==> src/design/pbd_pkg.sv <==
// ----------------------------------------------------------------------------
// Poincare ball distance package
// Shared types and constants of the ball distance unit.
// ----------------------------------------------------------------------------
`timescale 1ns / 1ps

package pbd_pkg;

  localparam int unsigned MAX_DIM   = 64;
  localparam int unsigned DIM_CNT_W = $clog2(MAX_DIM + 1);
  localparam int unsigned EPS_LSBS  = 1;

  localparam int unsigned ACC_W  = 40;
  localparam int unsigned CURV_W = 16;
  localparam int unsigned DIST_W = 20;

  localparam logic [ACC_W-1:0]  ACC_MAX       = {ACC_W{1'b1}};
  localparam logic [CURV_W-1:0] CURV_RESET    = 16'd4096;
  localparam logic [DIST_W-1:0] DIST_MAX      = {DIST_W{1'b1}};
  localparam logic [31:0]       LN2_Q32       = 32'd2977044472;
  localparam logic [7:0]        EPS_Q30       = 8'(EPS_LSBS);

  typedef struct packed {
    logic signed [15:0] coord_a;
    logic signed [15:0] coord_b;
    logic               last_coord;
  } in_t;

  typedef struct packed {
    logic [DIST_W-1:0] distance;
    logic              saturated;
    logic              outside_ball;
  } out_t;

  typedef struct packed {
    logic [ACC_W-1:0] diff_sq;
    logic [ACC_W-1:0] norm_a;
    logic [ACC_W-1:0] norm_b;
  } sums_t;

  typedef struct packed {
    logic full;
    logic valid;
  } fifo_stat_t;

endpackage

==> src/design/pbd_fifo.sv <==
// ----------------------------------------------------------------------------
// Ball distance sum queue
// Two-entry queue of finished sums between the front and back ends.
// ----------------------------------------------------------------------------
`timescale 1ns / 1ps

module pbd_fifo (
  input  logic               clk_i,
  input  logic               rst_ni,
  input  logic               push_i,
  input  pbd_pkg::sums_t     push_data_i,
  input  logic               pop_i,
  output pbd_pkg::sums_t     pop_data_o,
  output pbd_pkg::fifo_stat_t stat_o
);
  import pbd_pkg::*;

  sums_t      mem_q [2];
  logic       wr_ptr_q, rd_ptr_q;
  logic [1:0] cnt_q;
  logic       do_push, do_pop;

  assign stat_o.full  = (cnt_q == 2'd2);
  assign stat_o.valid = (cnt_q != 2'd0);
  assign do_push      = push_i && !stat_o.full;
  assign do_pop       = pop_i && stat_o.valid;
  assign pop_data_o   = mem_q[rd_ptr_q];

  always_ff @(posedge clk_i) begin
    if (do_push) mem_q[wr_ptr_q] <= push_data_i;
  end

  always_ff @(posedge clk_i or negedge rst_ni) begin
    if (!rst_ni) begin
      wr_ptr_q <= 1'b0;
      rd_ptr_q <= 1'b0;
      cnt_q    <= 2'd0;
    end else begin
      if (do_push) wr_ptr_q <= !wr_ptr_q;
      if (do_pop)  rd_ptr_q <= !rd_ptr_q;
      cnt_q <= cnt_q + 2'(do_push) - 2'(do_pop);
    end
  end

endmodule

==> config.mk <==
export PLATFORM = sky130hd
export DESIGN_NAME = pbd_fifo
export DESIGN_NICKNAME = d
export VERILOG_FILES = /design/src/design/pbd_pkg.sv /design/src/design/pbd_fifo.sv
export SDC_FILE = /design/constraint.sdc
export NUM_CORES = 1
export LEC_CHECK = 0
export CORE_ASPECT_RATIO = 0.6
export CORE_MARGIN = 5
export CORE_UTILIZATION = 55
export DETAILED_ROUTE_END_ITERATION = 10
export DONT_BUFFER_PORTS = 1
export PLACE_DENSITY = 0.69
export SLEW_MARGIN = 20
export SYNTH_ARGS = -nofsm -noshare
export SYNTH_HDL_FRONTEND = slang
export SYNTH_SLANG_ARGS = --single-unit
==> constraint.sdc <==
create_clock -name clk_i -period 7.69 [get_ports clk_i]
set_input_delay 0.3845 -clock clk_i [delete_from_list [all_inputs] [get_ports clk_i]]
set_output_delay 0.3845 -clock clk_i [all_outputs]
set_load 0.02 [all_outputs]
== Yosys cells after proc, flatten, opt, wreduce, memory -nomap -nowiden ==
Memories as Yosys holds them, arrays and structs flattened.
Index checks and enable logic that the tools add are counted.

* $add $sub $neg: 2
* Equality and inequality tests: 1
* Mux-type cells: 2
* Reduce and logical (&&, ||, !) cells: 6

{| class="wikitable"
|+ Operators by type and width
! operator !! count
|-
| logical NOT 1 bit || 3
|-
| adder 2 x 1 -> 2 bit || 1
|-
| == test 2 bit (second input constant) || 1
|-
| logical AND 1 bit || 2
|-
| 2-to-1 mux 1 bit || 2
|-
| nonzero test 2 bit || 1
|-
| subtractor 2 x 1 -> 2 bit || 1
|}

* Flip-flop bits (word level): 4
* Memory bits (writable): 240
* Bits of input ports: 124
* Output and inout port bits: 122
* Word-level logic and storage cells: 15
* Memories kept: 1

{| class="wikitable"
|+ Memories
! memory !! depth !! width !! rd ports !! clocked after memory_dff !! wr ports !! RTL line !! source
|-
| mem_q || 2 || 120 || 1 || 0 || 1 || pbd_fifo.sv:18 || <nowiki>sums_t mem_q [2];</nowiki>
|}

== Longest topological paths before layout ==
* Word-level depth: 5
* Depth in mapped cells: 7
* Mapped depth without buffers: 7

== Worst setup path before layout ==
Ideal clock, no wire load.

* Path kind: flip-flop to flip-flop
* Start: register cnt_q[1]
* End: memory mem_q[0][0] in the netlist's numbering, enable pin
* Library setup time: 0.600 ns
* Data arrival time: 5.577 ns
* Required time: 7.090 ns
* Path slack: 1.513 ns
* Stages on the path, launching flop included: 4
* Path buffers: 0
* Period minus slack after synthesis: 6.177 ns
* Cell sequence: dfrtp_1 > nand2b_1 > nand2_1 > nor2_1

* Cells in the longest elaborated chain, start to end: 5

{| class="wikitable"
|+ RTL lines
! element !! RTL line !! source
|-
| start, declared || pbd_fifo.sv:20 || <nowiki>logic [1:0] cnt_q;</nowiki>
|-
| start signal, assigned || pbd_fifo.sv:41 || <nowiki>cnt_q <= cnt_q + 2'(do_push) - 2'(do_pop);</nowiki>
|-
| == test 2 bit || pbd_fifo.sv:23 || <nowiki>assign stat_o.full = (cnt_q == 2'd2);</nowiki>
|-
| logical NOT 1 bit || pbd_fifo.sv:25 || <nowiki>assign do_push = push_i && !stat_o.full;</nowiki>
|-
| logical AND 1 bit || pbd_fifo.sv:25 ||
|-
| 2-to-1 mux 1 bit || pbd_fifo.sv:30 || <nowiki>if (do_push) mem_q[wr_ptr_q] <= push_data_i;</nowiki>
|-
| 2-to-1 mux 1 bit (not written as such) || pbd_fifo.sv:30 ||
|-
| end, declared || pbd_fifo.sv:18 ||
|}

No other way between the ends.

==> results.cfg <==
[worst_setup_path]
crit_type = reg -> out
path_buf_inv = 1
reg2reg_from = cnt_q[1]
critPathCapture = pop_data_o[64]
crit_path_end_kind = output port
crit_slowest_cell = dfrtp_4
cpPeakStageDelay_ns = 0.91
crit_chain = buf_4 > mux2_2
reg2reg_to = mem_q[1][49]
worstSetupStartpointType = flip-flop
worst_path_dominant_cell_family = flip-flops
cp_max_fo = 64
startpoint = rd_ptr_q
reg2reg_depth = 3
rrSetupSlack_ns = 5.19
crit_cells = 2
critPathArrivalTime_ns = 2.78
worstPathRequired_ns = 7.31

[timing]
timing.hold.ws_ns = 0.1375
setup_violations = 0
period_minus_slack_ns = 3.160
relSlewSlack = 0.4297
worst_pin_slew_ns = 0.8555
final_max_slew_viol_count = 0
fin_worst_skew_ns = 0.01639
hold_viol_final = 0
fmax_mhz = 316.5
fin_setup_tns_ns = 0
fin_crit_sh = 0.4109
rsz0062_at_grt = no

[pwr]
power_density_nw_per_um2 = 388.9
ir_worst_vdd_mv = 0.2519
p_leak_nw = 3.713

[yosys]
syn_avg_cell_area_um2 = 22.72
synth_warnings = 0
synth_adder_area_share = 0.002817
ys_types = 16
synth_top_family_by_area = multiplexers
synth-compound-area-share = 0
ys_ff_latch = 244
yosys.area_share.simple = 0.003662
yosys-mux-area-fraction = 0.1521
netlist_area_um2 = 8882
synth_xor_xnor_area_share = 0.003944
synth_nets = 517
yosysSeqAreaShare = 0.8227
syn_inst = 391

[floorplan]
coreArea_um2 = 16040
die_h_um = 108.4
die_x_um = 174.1
ios = 246
dieArea_um2 = 18870
initial_core_util = 0.5539
row_count = 36

[clock_network]
post_cts_resized = 0
clk_pin_slew_ns = 0.06
cts_tree = yes
postCtsSetupBuffers = 0
cts_max_level = 1
clockRootBuffer = clkbuf_16
cts_made_buffers = 23
cts.sinks = 244
cts_hold_buf = 121
clk_path_buf_depth = 3
worstSkewPairLatency_ns = 0.49

[global_routing]
grt.total_usage = 0.1747
grt_pass1_wl_mm = 25.50
grt_max_degree = 65
antenna_found_initial = 0
grt_pass1_vias = 4328
grt-ovfl-total = 0

[detailed_routing]
wl_per_cell_um = 22.47
drc = 0
drt-vias-per-instance = 5.372
drt-initial-drc-count = 279
wirelength_mm = 16.92
via_count = 4045
detail-route-antenna-nets = 0
drtPass1Iterations = 4

[placed_design]
placed_cells = 591
port_buffers = 0
gp_congestion = 0.7267

[hold_path]
min_path_type = in -> reg
min_from = pop_i

[job]
max-cap-violations = 0

[layout]
n_antenna_cell = 0
stdcell_count = 753
drive_gt1_frac = 0.2996
nNetsFinal = 654
syn_to_final_growth_pct = 24.60

[outcome]
outcome = finished, final reports clean
## cells in the mapped netlist
library cell / n / area share
and2_1: 1 / 0.00070
and3_1: 1 / 0.00070
buf_2: 3 / 0.0017
buf_4: 1 / 0.00085
buf_6: 9 / 0.011
dfrtp_1: 4 / 0.011
edfxtp_1: 240 / 0.81
ha_1: 2 / 0.0028
inv_1: 2 / 0.00085
mux2_2: 120 / 0.15
nand2_1: 1 / 0.00042
nand2b_1: 1 / 0.00070
nor2_1: 1 / 0.00042
or2_2: 1 / 0.00070
xnor2_1: 3 / 0.0030
xor2_1: 1 / 0.00099
## power by group
group          leakage [nW]  internal, mW  switching [mW]
logic                  1.05         0.392           0.787
registers              2.27          1.82           0.126
clock network         0.387         0.717           0.460
## sequential cells by signal, indices dropped and copies added (netlist names)
name / flops
rd_ptr_q: 1
wr_ptr_q: 1
cnt_q: 2
mem_q: 240
## cells in the final DEF, fill, tap and decap left out, types with 2 or more instances in the layout
cell,count
clkinv_1,3
edfxtp_1,240
clkbuf_1,3
clkbuf_16,23
inv_1,2
buf_4,4
xnor2_1,3
clkinv_2,5
dfrtp_1,3
dlygate4sd3_1,121
ha_1,2
bufinv_16,5
mux2_2,120
## routing by layer
| layer | track usage | vias up | share of wire |
|---|---|---|---|
| li1 | - | 1830 | - |
| met1 | 0.2196 | 2013 | 0.40 |
| met2 | 0.2850 | 186 | 0.48 |
| met3 | 0.08036 | 16 | 0.11 |
| met4 | 0.03557 | 0 | 0.014 |
| met5 | 0 | - | 0 |
## cell families (layout without fill, tap and decap cells)
kind of cell / after synthesis / in the layout
AND/OR/NAND/NOR: 6 / 6
XOR/XNOR: 4 / 4
buffers and inverters: 15 / 168
adder cells (fa/ha/maj): 2 / 2
multiplexers: 120 / 120
flip-flops: 244 / 244
## worst min path at each step
stage	end	slack [ns]	cells past startpoint
after floorplan	cnt_q[0]	0.09	0
after global placement	cnt_q[1]	0.09	0
after detailed placement	wr_ptr_q	0.09	0
after CTS	rd_ptr_q	0.12	2
after global routing	wr_ptr_q	0.15	2
final	rd_ptr_q	0.14	2
## layout make-up
type                    instances  area, um^2
fillers                       982        4969
well taps                     209       261.5
clock inverters                15       202.7
inverters                       2       7.507
repair buffers                125        1241
flip-flops and latches        244        7311
clock buffers                  26       586.8
multi-input cells             132        1456
## stage by stage
stage | util | worst slack (ns) | area (um^2) | power, mW
6_report | 0.6902 | 4.530 | 11070 | 4.304
5_1_grt | 0.6902 | 4.393 | 11070 | 4.488
4_1_cts | 0.6902 | 4.500 | 11070 | 4.341
3_5_place_dp | 0.5654 | 5.047 | 9066 | 3.109
3_3_place_gp | 0.5654 | 5.094 | 9066 | 3.080
2_1_floorplan | - | 1.513 | 8882 | 2.984
## worst register-to-register path: stages, from the launching register on
cell	delay (ns)
dfrtp_1	0.40
nand2b_1	0.12
and3_4	0.71
buf_4	0.82
(Power assumes the default switching activity.)
