===== config.mk =====
export PLATFORM = sky130hd
export DESIGN_NAME = pbd_back
export DESIGN_NICKNAME = d
export VERILOG_FILES = /design/src/design/pbd_pkg.sv /design/src/design/pbd_back.sv
export SDC_FILE = /design/constraint.sdc
export NUM_CORES = 2
export LEC_CHECK = 0
export BUFFER_PORTS_ARGS = -buffer_cell sky130_fd_sc_hd__buf_2
export CAP_MARGIN = 10
export CORE_MARGIN = 4
export CORE_UTILIZATION = 32
export CTS_CLUSTER_DIAMETER = 30
export DETAILED_ROUTE_END_ITERATION = 16
export GPL_TIMING_DRIVEN = 0
export SETUP_SLACK_MARGIN = 0.02
export SYNTH_ARGS = -nofsm -noshare
export SYNTH_HDL_FRONTEND = slang
export SYNTH_SLANG_ARGS = --single-unit
export TNS_END_PERCENT = 5

===== constraint.sdc =====
create_clock -name clk_i -period 29.7 [get_ports clk_i]
set_clock_uncertainty 0.05 [all_clocks]
set_input_delay 1.485 -clock clk_i [delete_from_list [all_inputs] [get_ports clk_i]]
set_output_delay 1.485 -clock clk_i [all_outputs]
set_load 0.02 [all_outputs]

===== src/design/pbd_pkg.sv =====
// ----------------------------------------------------------------------------
// Poincare ball distance package
// Shared types and constants of the ball distance unit.
// ----------------------------------------------------------------------------
`timescale 1ns / 1ps

package pbd_pkg;

  localparam int unsigned MAX_DIM   = 64;
  localparam int unsigned DIM_CNT_W = $clog2(MAX_DIM + 1);
  localparam int unsigned EPS_LSBS  = 1;

  localparam int unsigned ACC_W  = 40;
  localparam int unsigned CURV_W = 16;
  localparam int unsigned DIST_W = 20;

  localparam logic [ACC_W-1:0]  ACC_MAX       = {ACC_W{1'b1}};
  localparam logic [CURV_W-1:0] CURV_RESET    = 16'd4096;
  localparam logic [DIST_W-1:0] DIST_MAX      = {DIST_W{1'b1}};
  localparam logic [31:0]       LN2_Q32       = 32'd2977044472;
  localparam logic [7:0]        EPS_Q30       = 8'(EPS_LSBS);

  typedef struct packed {
    logic signed [15:0] coord_a;
    logic signed [15:0] coord_b;
    logic               last_coord;
  } in_t;

  typedef struct packed {
    logic [DIST_W-1:0] distance;
    logic              saturated;
    logic              outside_ball;
  } out_t;

  typedef struct packed {
    logic [ACC_W-1:0] diff_sq;
    logic [ACC_W-1:0] norm_a;
    logic [ACC_W-1:0] norm_b;
  } sums_t;

  typedef struct packed {
    logic full;
    logic valid;
  } fifo_stat_t;

endpackage


===== src/design/pbd_back.sv =====
// ----------------------------------------------------------------------------
// Ball distance back end
// Sequencer that turns one set of sums into a distance: shared multiplier,
// bit-serial divider, digit-serial square root and squaring log unit.
// ----------------------------------------------------------------------------
`timescale 1ns / 1ps

module pbd_back (
  input  logic                        clk_i,
  input  logic                        rst_ni,
  input  logic [pbd_pkg::CURV_W-1:0]  curvature_i,
  input  logic                        q_valid_i,
  input  pbd_pkg::sums_t              q_data_i,
  output logic                        pop_o,
  output logic                        out_valid_o,
  input  logic                        out_stall_i,
  output pbd_pkg::out_t               out_data_o
);
  import pbd_pkg::*;

  localparam logic [4:0] S_IDLE  = 5'd0;
  localparam logic [4:0] S_MQA   = 5'd1;
  localparam logic [4:0] S_MQB   = 5'd2;
  localparam logic [4:0] S_MND   = 5'd3;
  localparam logic [4:0] S_CHK   = 5'd4;
  localparam logic [4:0] S_WDEN  = 5'd5;
  localparam logic [4:0] S_DEN   = 5'd6;
  localparam logic [4:0] S_QCHK  = 5'd7;
  localparam logic [4:0] S_DIV   = 5'd8;
  localparam logic [4:0] S_SQ1   = 5'd9;
  localparam logic [4:0] S_SQ2   = 5'd10;
  localparam logic [4:0] S_MS    = 5'd11;
  localparam logic [4:0] S_WS    = 5'd12;
  localparam logic [4:0] S_SVAL  = 5'd13;
  localparam logic [4:0] S_NORM  = 5'd14;
  localparam logic [4:0] S_LSQ   = 5'd15;
  localparam logic [4:0] S_LW    = 5'd16;
  localparam logic [4:0] S_LSTEP = 5'd17;
  localparam logic [4:0] S_MLN   = 5'd18;
  localparam logic [4:0] S_WLN   = 5'd19;
  localparam logic [4:0] S_FIN   = 5'd20;
  localparam logic [4:0] S_OUT   = 5'd21;

  logic [4:0]  state_q, state_d;
  sums_t       sums_q, sums_d;
  logic [39:0] mul_a_q, mul_a_d;
  logic [31:0] mul_b_q, mul_b_d;
  logic [71:0] prod_q;
  logic [55:0] qa_q, qa_d, qb_q, qb_d;
  logic [56:0] num_q, num_d;
  logic [31:0] den_q, den_d;
  logic [31:0] rem_q, rem_d;
  logic [53:0] quo_q, quo_d;
  logic [5:0]  cnt_q, cnt_d;
  logic [63:0] rad_q, rad_d;
  logic [31:0] root_q, root_d, r1_q, r1_d;
  logic [35:0] srem_q, srem_d;
  logic [63:0] n_q, n_d;
  logic [5:0]  p_q, p_d;
  logic [31:0] m_q, m_d;
  logic [23:0] frac_q, frac_d;
  out_t        res_q, res_d;
  logic        out_valid_q, out_valid_d;
  out_t        out_q, out_d;

  logic [42:0] udiff_a, udiff_b;
  logic [30:0] ua_e, ub;
  logic [32:0] dtrial;
  logic [35:0] st, strial;
  logic [54:0] x_sh;
  logic [32:0] lt;
  logic [71:0] lsum;
  logic        out_free;

  assign out_free = !out_valid_q || !out_stall_i;

  always_comb begin
    state_d     = state_q;
    sums_d      = sums_q;
    mul_a_d     = mul_a_q;
    mul_b_d     = mul_b_q;
    qa_d        = qa_q;
    qb_d        = qb_q;
    num_d       = num_q;
    den_d       = den_q;
    rem_d       = rem_q;
    quo_d       = quo_q;
    cnt_d       = cnt_q;
    rad_d       = rad_q;
    root_d      = root_q;
    r1_d        = r1_q;
    srem_d      = srem_q;
    n_d         = n_q;
    p_d         = p_q;
    m_d         = m_q;
    frac_d      = frac_q;
    res_d       = res_q;
    out_d       = out_q;
    out_valid_d = out_valid_q && out_stall_i;
    pop_o       = 1'b0;

    udiff_a = {1'b1, 42'd0} - qa_q[42:0];
    udiff_b = {1'b1, 42'd0} - qb_q[42:0];
    ua_e    = udiff_a[42:12] + 31'(EPS_Q30);
    ub      = udiff_b[42:12];
    dtrial  = {rem_q, quo_q[53]};
    st      = {srem_q[33:0], rad_q[63:62]};
    strial  = {2'b00, root_q, 2'b01};
    x_sh    = 55'(quo_q) + 55'(64'd1 << 33);
    lt      = prod_q[63:31];
    lsum    = prod_q + 72'(64'd1 << 39);

    unique case (state_q)
      S_IDLE: begin
        if (q_valid_i) begin
          pop_o   = 1'b1;
          sums_d  = q_data_i;
          mul_a_d = q_data_i.norm_a;
          mul_b_d = 32'(curvature_i);
          state_d = S_MQA;
        end
      end
      S_MQA: begin
        mul_a_d = sums_q.norm_b;
        state_d = S_MQB;
      end
      S_MQB: begin
        qa_d    = prod_q[55:0];
        mul_a_d = sums_q.diff_sq;
        state_d = S_MND;
      end
      S_MND: begin
        qb_d    = prod_q[55:0];
        state_d = S_CHK;
      end
      S_CHK: begin
        num_d = {prod_q[55:0], 1'b0};
        if (qa_q[55:42] != '0 || qb_q[55:42] != '0) begin
          res_d   = '{distance: '0, saturated: 1'b0, outside_ball: 1'b1};
          state_d = S_OUT;
        end else begin
          mul_a_d = 40'(ua_e);
          mul_b_d = 32'(ub);
          state_d = S_WDEN;
        end
      end
      S_WDEN: state_d = S_DEN;
      S_DEN: begin
        den_d   = prod_q[61:30] + 32'(EPS_Q30);
        state_d = S_QCHK;
      end
      S_QCHK: begin
        // quotient must stay below 2^34, i.e. x below 2^54
        if (den_q == '0 || {9'd0, num_q} >= {den_q, 34'd0}) begin
          res_d   = '{distance: DIST_MAX, saturated: 1'b1, outside_ball: 1'b0};
          state_d = S_OUT;
        end else begin
          rem_d   = 32'(num_q[56:34]);
          quo_d   = {num_q[33:0], 20'd0};
          cnt_d   = 6'd54;
          state_d = S_DIV;
        end
      end
      S_DIV: begin
        if ({1'b0, den_q} <= dtrial) begin
          rem_d = 32'(dtrial - {1'b0, den_q});
          quo_d = {quo_q[52:0], 1'b1};
        end else begin
          rem_d = dtrial[31:0];
          quo_d = {quo_q[52:0], 1'b0};
        end
        cnt_d = cnt_q - 1'b1;
        if (cnt_q == 6'd1) begin
          rad_d   = {2'b00, quo_d, 8'd0};
          root_d  = '0;
          srem_d  = '0;
          cnt_d   = 6'd32;
          state_d = S_SQ1;
        end
      end
      S_SQ1, S_SQ2: begin
        if (strial <= st) begin
          srem_d = st - strial;
          root_d = {root_q[30:0], 1'b1};
        end else begin
          srem_d = st;
          root_d = {root_q[30:0], 1'b0};
        end
        rad_d = {rad_q[61:0], 2'b00};
        cnt_d = cnt_q - 1'b1;
        if (cnt_q == 6'd1) begin
          if (state_q == S_SQ1) begin
            r1_d    = root_d;
            rad_d   = {1'b0, x_sh, 8'd0};
            root_d  = '0;
            srem_d  = '0;
            cnt_d   = 6'd32;
            state_d = S_SQ2;
          end else begin
            state_d = S_MS;
          end
        end
      end
      S_MS: begin
        mul_a_d = 40'(r1_q);
        mul_b_d = root_q;
        state_d = S_WS;
      end
      S_WS: state_d = S_SVAL;
      S_SVAL: begin
        n_d     = 64'(quo_q) + 64'(prod_q[63:8]) + (64'd1 << 32);
        p_d     = 6'd63;
        state_d = S_NORM;
      end
      S_NORM: begin
        if (n_q[63]) begin
          m_d     = n_q[63:32];
          frac_d  = '0;
          cnt_d   = 6'd24;
          state_d = S_LSQ;
        end else begin
          n_d = {n_q[62:0], 1'b0};
          p_d = p_q - 1'b1;
        end
      end
      S_LSQ: begin
        mul_a_d = 40'(m_q);
        mul_b_d = m_q;
        state_d = S_LW;
      end
      S_LW: state_d = S_LSTEP;
      S_LSTEP: begin
        if (lt[32]) begin
          m_d    = lt[32:1];
          frac_d = {frac_q[22:0], 1'b1};
        end else begin
          m_d    = lt[31:0];
          frac_d = {frac_q[22:0], 1'b0};
        end
        cnt_d   = cnt_q - 1'b1;
        state_d = (cnt_q == 6'd1) ? S_MLN : S_LSQ;
      end
      S_MLN: begin
        mul_a_d = 40'({p_q[4:0], frac_q});
        mul_b_d = LN2_Q32;
        state_d = S_WLN;
      end
      S_WLN: state_d = S_FIN;
      S_FIN: begin
        if (lsum[71:40] > 32'(DIST_MAX)) begin
          res_d = '{distance: DIST_MAX, saturated: 1'b1, outside_ball: 1'b0};
        end else begin
          res_d = '{distance: lsum[59:40], saturated: 1'b0, outside_ball: 1'b0};
        end
        state_d = S_OUT;
      end
      S_OUT: begin
        if (out_free) begin
          out_d       = res_q;
          out_valid_d = 1'b1;
          state_d     = S_IDLE;
        end
      end
      default: state_d = S_IDLE;
    endcase
  end

  assign out_valid_o = out_valid_q;
  assign out_data_o  = out_q;

  always_ff @(posedge clk_i) begin
    sums_q  <= sums_d;
    mul_a_q <= mul_a_d;
    mul_b_q <= mul_b_d;
    prod_q  <= 72'(mul_a_q) * 72'(mul_b_q);
    qa_q    <= qa_d;
    qb_q    <= qb_d;
    num_q   <= num_d;
    den_q   <= den_d;
    rem_q   <= rem_d;
    quo_q   <= quo_d;
    rad_q   <= rad_d;
    root_q  <= root_d;
    r1_q    <= r1_d;
    srem_q  <= srem_d;
    n_q     <= n_d;
    p_q     <= p_d;
    m_q     <= m_d;
    frac_q  <= frac_d;
    res_q   <= res_d;
    out_q   <= out_d;
  end

  always_ff @(posedge clk_i or negedge rst_ni) begin
    if (!rst_ni) begin
      state_q     <= S_IDLE;
      cnt_q       <= '0;
      out_valid_q <= 1'b0;
    end else begin
      state_q     <= state_d;
      cnt_q       <= cnt_d;
      out_valid_q <= out_valid_d;
    end
  end

endmodule


Word-level counts from Yosys, hierarchy flattened
Index checks and enable logic that the tools add are counted.
{ "word_totals": {"in_bits": 140, "latch_bits": 0, "mem_bits_rw": 0, "memories": 0, "rom_bits": 0, "ff_bits": 854} }
{ "classes": {"n_bitwise": 0, "eq_ne": 32, "reduce_logical": 31, "mul": 1, "n_shift": 0, "add_sub_neg": 12, "magnitude_cmp": 4, "div_mod_pow": 0, "mux": 60} }
{ "op_table": {"columns": ["op", "count"], "rows": [
  ["32-bit 2-to-1 mux", 9],
  ["40-bit one-hot mux with 7 select lines", 1],
  ["64-bit 2-to-1 mux", 4],
  ["64-bit one-hot mux with 2 select lines", 2],
  ["32-bit one-hot mux with 2 select lines", 3],
  ["32-bit one-hot mux with 5 select lines", 1],
  ["34-bit 2-to-1 mux", 4],
  ["54-bit one-hot mux with 2 select lines", 1],
  ["5-bit one-hot mux with 21 select lines", 1],
  ["43-bit subtractor, first input constant", 2],
  ["40-bit 2-to-1 mux", 2],
  ["72-bit by 40-bit adder with 72-bit output, second input constant", 1],
  ["40-bit by 32-bit multiplier with 72-bit output", 1],
  ["34-bit one-hot mux with 2 select lines", 1],
  ["57-bit by 66-bit greater-or-equal comparator with 1-bit output", 1],
  ["22-bit 2-to-1 mux", 3],
  ["22-bit one-hot mux with 3 select lines", 1],
  ["57-bit by 33-bit adder with 58-bit output, second input constant", 1],
  ["54-bit by 56-bit adder with 57-bit output", 1],
  ["54-bit by 34-bit adder with 55-bit output, second input constant", 1],
  ["54-bit 2-to-1 mux", 1],
  ["24-bit one-hot mux with 2 select lines", 1],
  ["5-bit by 4-bit equality test with 1-bit output, second input constant", 8],
  ["5-bit 2-to-1 mux", 8],
  ["other kinds (33)", 81]
]} }

Longest topological paths before layout
{ "logic_depth": {"depth_word": 5, "mapped_depth": 31} }

Least setup slack after synthesis
No wires, ideal clock.
{ "synth_timing": {"path_kind": "reg-to-reg", "from": "reg state_q[2]", "to": "reg rad_q[10] (enable)", "synth_period_minus_slack_ns": 10.518, "required_ns": 28.877, "setup_ns": 0.773, "n_path_buf": 2, "path_slack_ns": 19.182, "stages_incl_launch_ff": 6, "arrival_time_ns": 9.696, "cell_sequence": "dfrtp_1 -> clkbuf_1 -> nor2_1 -> nand2_1 -> clkbuf_1 -> o21ai_0"} }
{ "synth_via": {"elab_chain_len": 4, "elab_cells_between_ends": 7, "classes_between": "eq/ne (4); reduce/logical (3)"} }
{ "synth_lines": {"columns": ["item", "line", "source"], "rows": [
  ["from (decl)", "pbd_back.sv:44", "logic [4:0] state_q, state_d;"],
  ["from (signal assigned)", "pbd_back.sv:300", "state_q <= state_d;"],
  ["5-bit by 4-bit equality test with 1-bit output", "pbd_back.sv:113", "unique case (state_q)"],
  ["2-bit OR reduction", "pbd_back.sv:113", null],
  ["2-bit nonzero test (no source line)", null, null],
  ["2-bit AND reduction (no source line) *", null, null],
  ["to (signal assigned)", "pbd_back.sv:282", "rad_q <= rad_d;"],
  ["to (decl)", "pbd_back.sv:55", "logic [63:0] rad_q, rad_d;"]
]} }
Mark *: on every way between the ends. The rest lies on a longest branch, timed or not.
A chain may end at the register's enable or synchronous reset.

Final worst setup path
{ "layout_timing": {"from": "reg mul_a_q[22]", "to": "reg prod_q[64]"} }
{ "layout_via": {"elab_chain_len": 1} }
{ "layout_lines": {"columns": ["item", "line", "source"], "rows": [
  ["from (decl)", "pbd_back.sv:46", "logic [39:0] mul_a_q, mul_a_d;"],
  ["from (signal assigned)", "pbd_back.sv:273", "mul_a_q <= mul_a_d;"],
  ["40-bit by 32-bit multiplier with 72-bit output", "pbd_back.sv:275", "prod_q <= 72'(mul_a_q) * 72'(mul_b_q);"],
  ["to (signal assigned)", "pbd_back.sv:275", null],
  ["to (decl)", "pbd_back.sv:48", "logic [71:0] prod_q;"]
]} }
Every way passes these cells.

==> summary.md <==
| Metric | Value |
|---|---|
| Reg2Reg Setup Slack | `19020 ps` |
| Core Area | `260000 um^2` |
| Post-route ant nets | `0` |
| Asr flop ratio synth | `1.42%` |
| Path depth of the worst reg2reg path | `27` |
| Worst-Margin Slew | `1390 ps` |
| Synth warnings | `0` |
| Syn Inst Count | `8430` |
| Clk_lat worst skew | `780 ps` |
| Clock buffer depth | `3` |
| WL per Instance | `26.8 um` |
| CP dominant cell by count | `fa_1` |
| Ys flop type | `edfxtp_1` |
| Hold_sp | `res_q[17]$_SDFFCE_PP0P_` |
| CP Data Required Time | `30290 ps` |
| Post-CTS Setup Bufs | `0` |
| Nets | `10600` |
| Post-route minimum period | `10680 ps` |
| Share of cells above drive strength 1 | `5.64%` |
| CTS buffer count | `142` |
| CTS tree | `yes` |
| Number of I/O port buffers | `163` |
| R2r startpoint | `mul_a_q[22]$_DFFE_PP_` |
| Vias per inst | `~5.2` |
| PostCTS Resize Cnt | `0` |
| Die area | `270000 um^2` |
| H-tree depth | `4` |
| Sequential cell area | `24600 um^2` |
| Gpl congestion | `1.02` |
| Crit. End Element | `register` |
| Max Cap Viol | `0` |
| Startpoint types | `register` |
| Initial antenna violation count | `40` |
| Syn_area_per_cell | `9.92 um^2` |
| Leading cell types in the layout, fill and taps excluded | `inv_1 (1430), nand2_1 (1339), fa_1 (1138)` |
| Largest net degree at the start of global routing | `58` |
| Unrepaired setup endpoints after global routing | `no` |
| Drt drc | `0` |
| Outcome | `complete, no violations` |
| Grt ovf | `0` |
| Commonest non-fill, non-tap cell in the layout | `inv_1` |
| CTS clk-pin slew, worst paths | `60 ps` |
| Starting density of the core | `32.2%` |
| GRT Total Usage | `24.3%` |
| CTS Hold Bufs | `0` |
| Critical path arrival | `11270 ps` |
| Hold Crit Class | `reg -> reg` |
| Final Slew Violations | `0` |
| Vias in the first global route | `66800` |
| Clock root buffer | `clkbuf_16` |
| Hold endpoint | `out_data_o[17]$_DFFE_PP_` |
| Std cell rows | `about 190` |
| Drt pass-1 iters | `9` |
| FF-to-FF End | `prod_q[64]$_DFF_P_` |
| Filler instances | `~26000` |
| Netlist cell types | `87` |
| Synthesis-to-layout area growth | `13.2%` |
| HPWL Detailed | `~270 mm` |
| Multi-input gate area | `approximately 52000 um^2` |
| Post-Syn Area | `83600 um^2` |
| Crit path kind | `reg -> reg` |
| Finish-stage setup viols | `0` |
| EDFF count, synth | `761` |
| First-pass GRT wire length | `about 480 mm` |
| Routed vias | `about 65000` |
| Crit-path max FO | `10` |
| DIE WIDTH | `519 um` |
| Total I/O pin count | `164` |
| Final Cycle Share | `36.0%` |
| Synth Register Bits | `about 850` |
| Final hold violation count | `0` |
| Die Span Y | `around 520 um` |
| Total Wirelength | `332 mm` |
| Fmax | `93.7 MHz` |
| Post-Syn Nets | `10200` |
| Critical Path Slowest Stage Cell | `clkbuf_1` |
| Detailed Route Iter0 Violations | `approximately 7000` |
| Sequential area share after synthesis | `about 30%` |
| Setup_tns | `0 ps` |
| Slew headroom | `7.63%` |
| CP max stage delay | `900 ps` |
| Worst Hold Depth | `0` |
| Clock Sinks | `845` |
worst max-delay path, delay by kind of cell, from the launching register on:
family,cells,cell delay [ps]
xor gates and xnor gates,1,400
and+or+nand+nor,6,1070
buffers and inverters,6,1220
AOI/OAI and AO/OA,5,2120
adders and majority gates,9,4810
DFF,1,840
stage by stage:
step           hold WS, ps  area [um^2]  cells  worst slack [ps]  utilization, %
2_1_floorplan          350        83600   8430             19180               -
3_3_place_gp           360        88800  12100             13480            34.2
3_5_place_dp           359        89600  12100             19360            34.5
4_1_cts                371        94600  12400             19310            36.4
5_1_grt                374        94600  12400             18900            36.4
6_report               369        94600  12400             19020            36.4
state kept, by name (all words and copies together) (netlist names):
signal	flops
sums_q	80
prod_q	72
n_q	64
num_q	56
qa_q	56
qb_q	56
rad_q	56
quo_q	54
mul_a_q	40
srem_q	34
den_q	32
m_q	32
mul_b_q	32
r1_q	32
rem_q	32
root_q	32
frac_q	24
out_data_o	22
res_q	22
cnt_q	6
p_q	5
state_q	5
out_valid_o	1
worst max-delay path by stage:
stage                                 from                        to  slack (ps)  depth (start not counted)
floorplan           state_q[2]$_DFFE_PN0P_       rad_q[10]$_DFFE_PP_       19180                          5
global placement    state_q[1]$_DFFE_PN0P_  root_q[29]$_SDFFCE_PP0P_       13480                          5
detailed placement   mul_a_q[22]$_DFFE_PP_        prod_q[64]$_DFF_P_       19360                         27
CTS                  mul_a_q[22]$_DFFE_PP_        prod_q[64]$_DFF_P_       19310                         27
global route         mul_a_q[20]$_DFFE_PP_        prod_q[64]$_DFF_P_       18900                         26
finish               mul_a_q[22]$_DFFE_PP_        prod_q[64]$_DFF_P_       19020                         27
synth_stat cells (76+ instances only):
library cell  number  area, um^2
fa_1            1138       22800
nor2_1           271        1020
a22oi_1           86         646
and2_1           424        2650
inv_1           1430        5370
xnor2_1          186        1630
ha_1             536        6710
a21o_1           128         961
o21ai_0          276        1380
a21oi_1          265        1330
mux2i_1           76         761
clkbuf_1         422        1580
xor2_1           115        1010
nand3_1          121         606
edfxtp_1         761       22900
nand2_1         1339        5030
routing by layer:
metal	wire (um)	GRT usage (%)	vias up
li1	-	-	28000
met1	127000	30.4	33000
met2	154000	39.6	3266
met5	0	0	-
met4	21000	12.8	0
met3	29300	5.07	688
cell type report:
class                      instances  area share (%)
clock buffer                     160            3.85
sequential                       845            26.0
tap                             3496            4.62
timing repair buffer             198            1.58
inverter                        1432            5.68
clock inverter                   101            1.41
antenna                           22          0.0582
multi-input combinational       5711            55.0
buffer                           442            1.78
kinds of logic (layout without fill, tap and decap cells):
kind of cell,Yosys count,in the layout,synth area share [%]
xor+xnor,301,301,3.15
mux,78,78,0.937
fa+ha+maj,1675,1675,35.3
other cells,0,22,0
simple gates,2539,2539,14.1
flops,845,845,29.4
compound gates,1118,1118,8.73
buf+inv,1874,2333,8.43
Power is not shown: default switching activity piles up to over one toggle a cycle in this logic, so the estimate is an artifact.
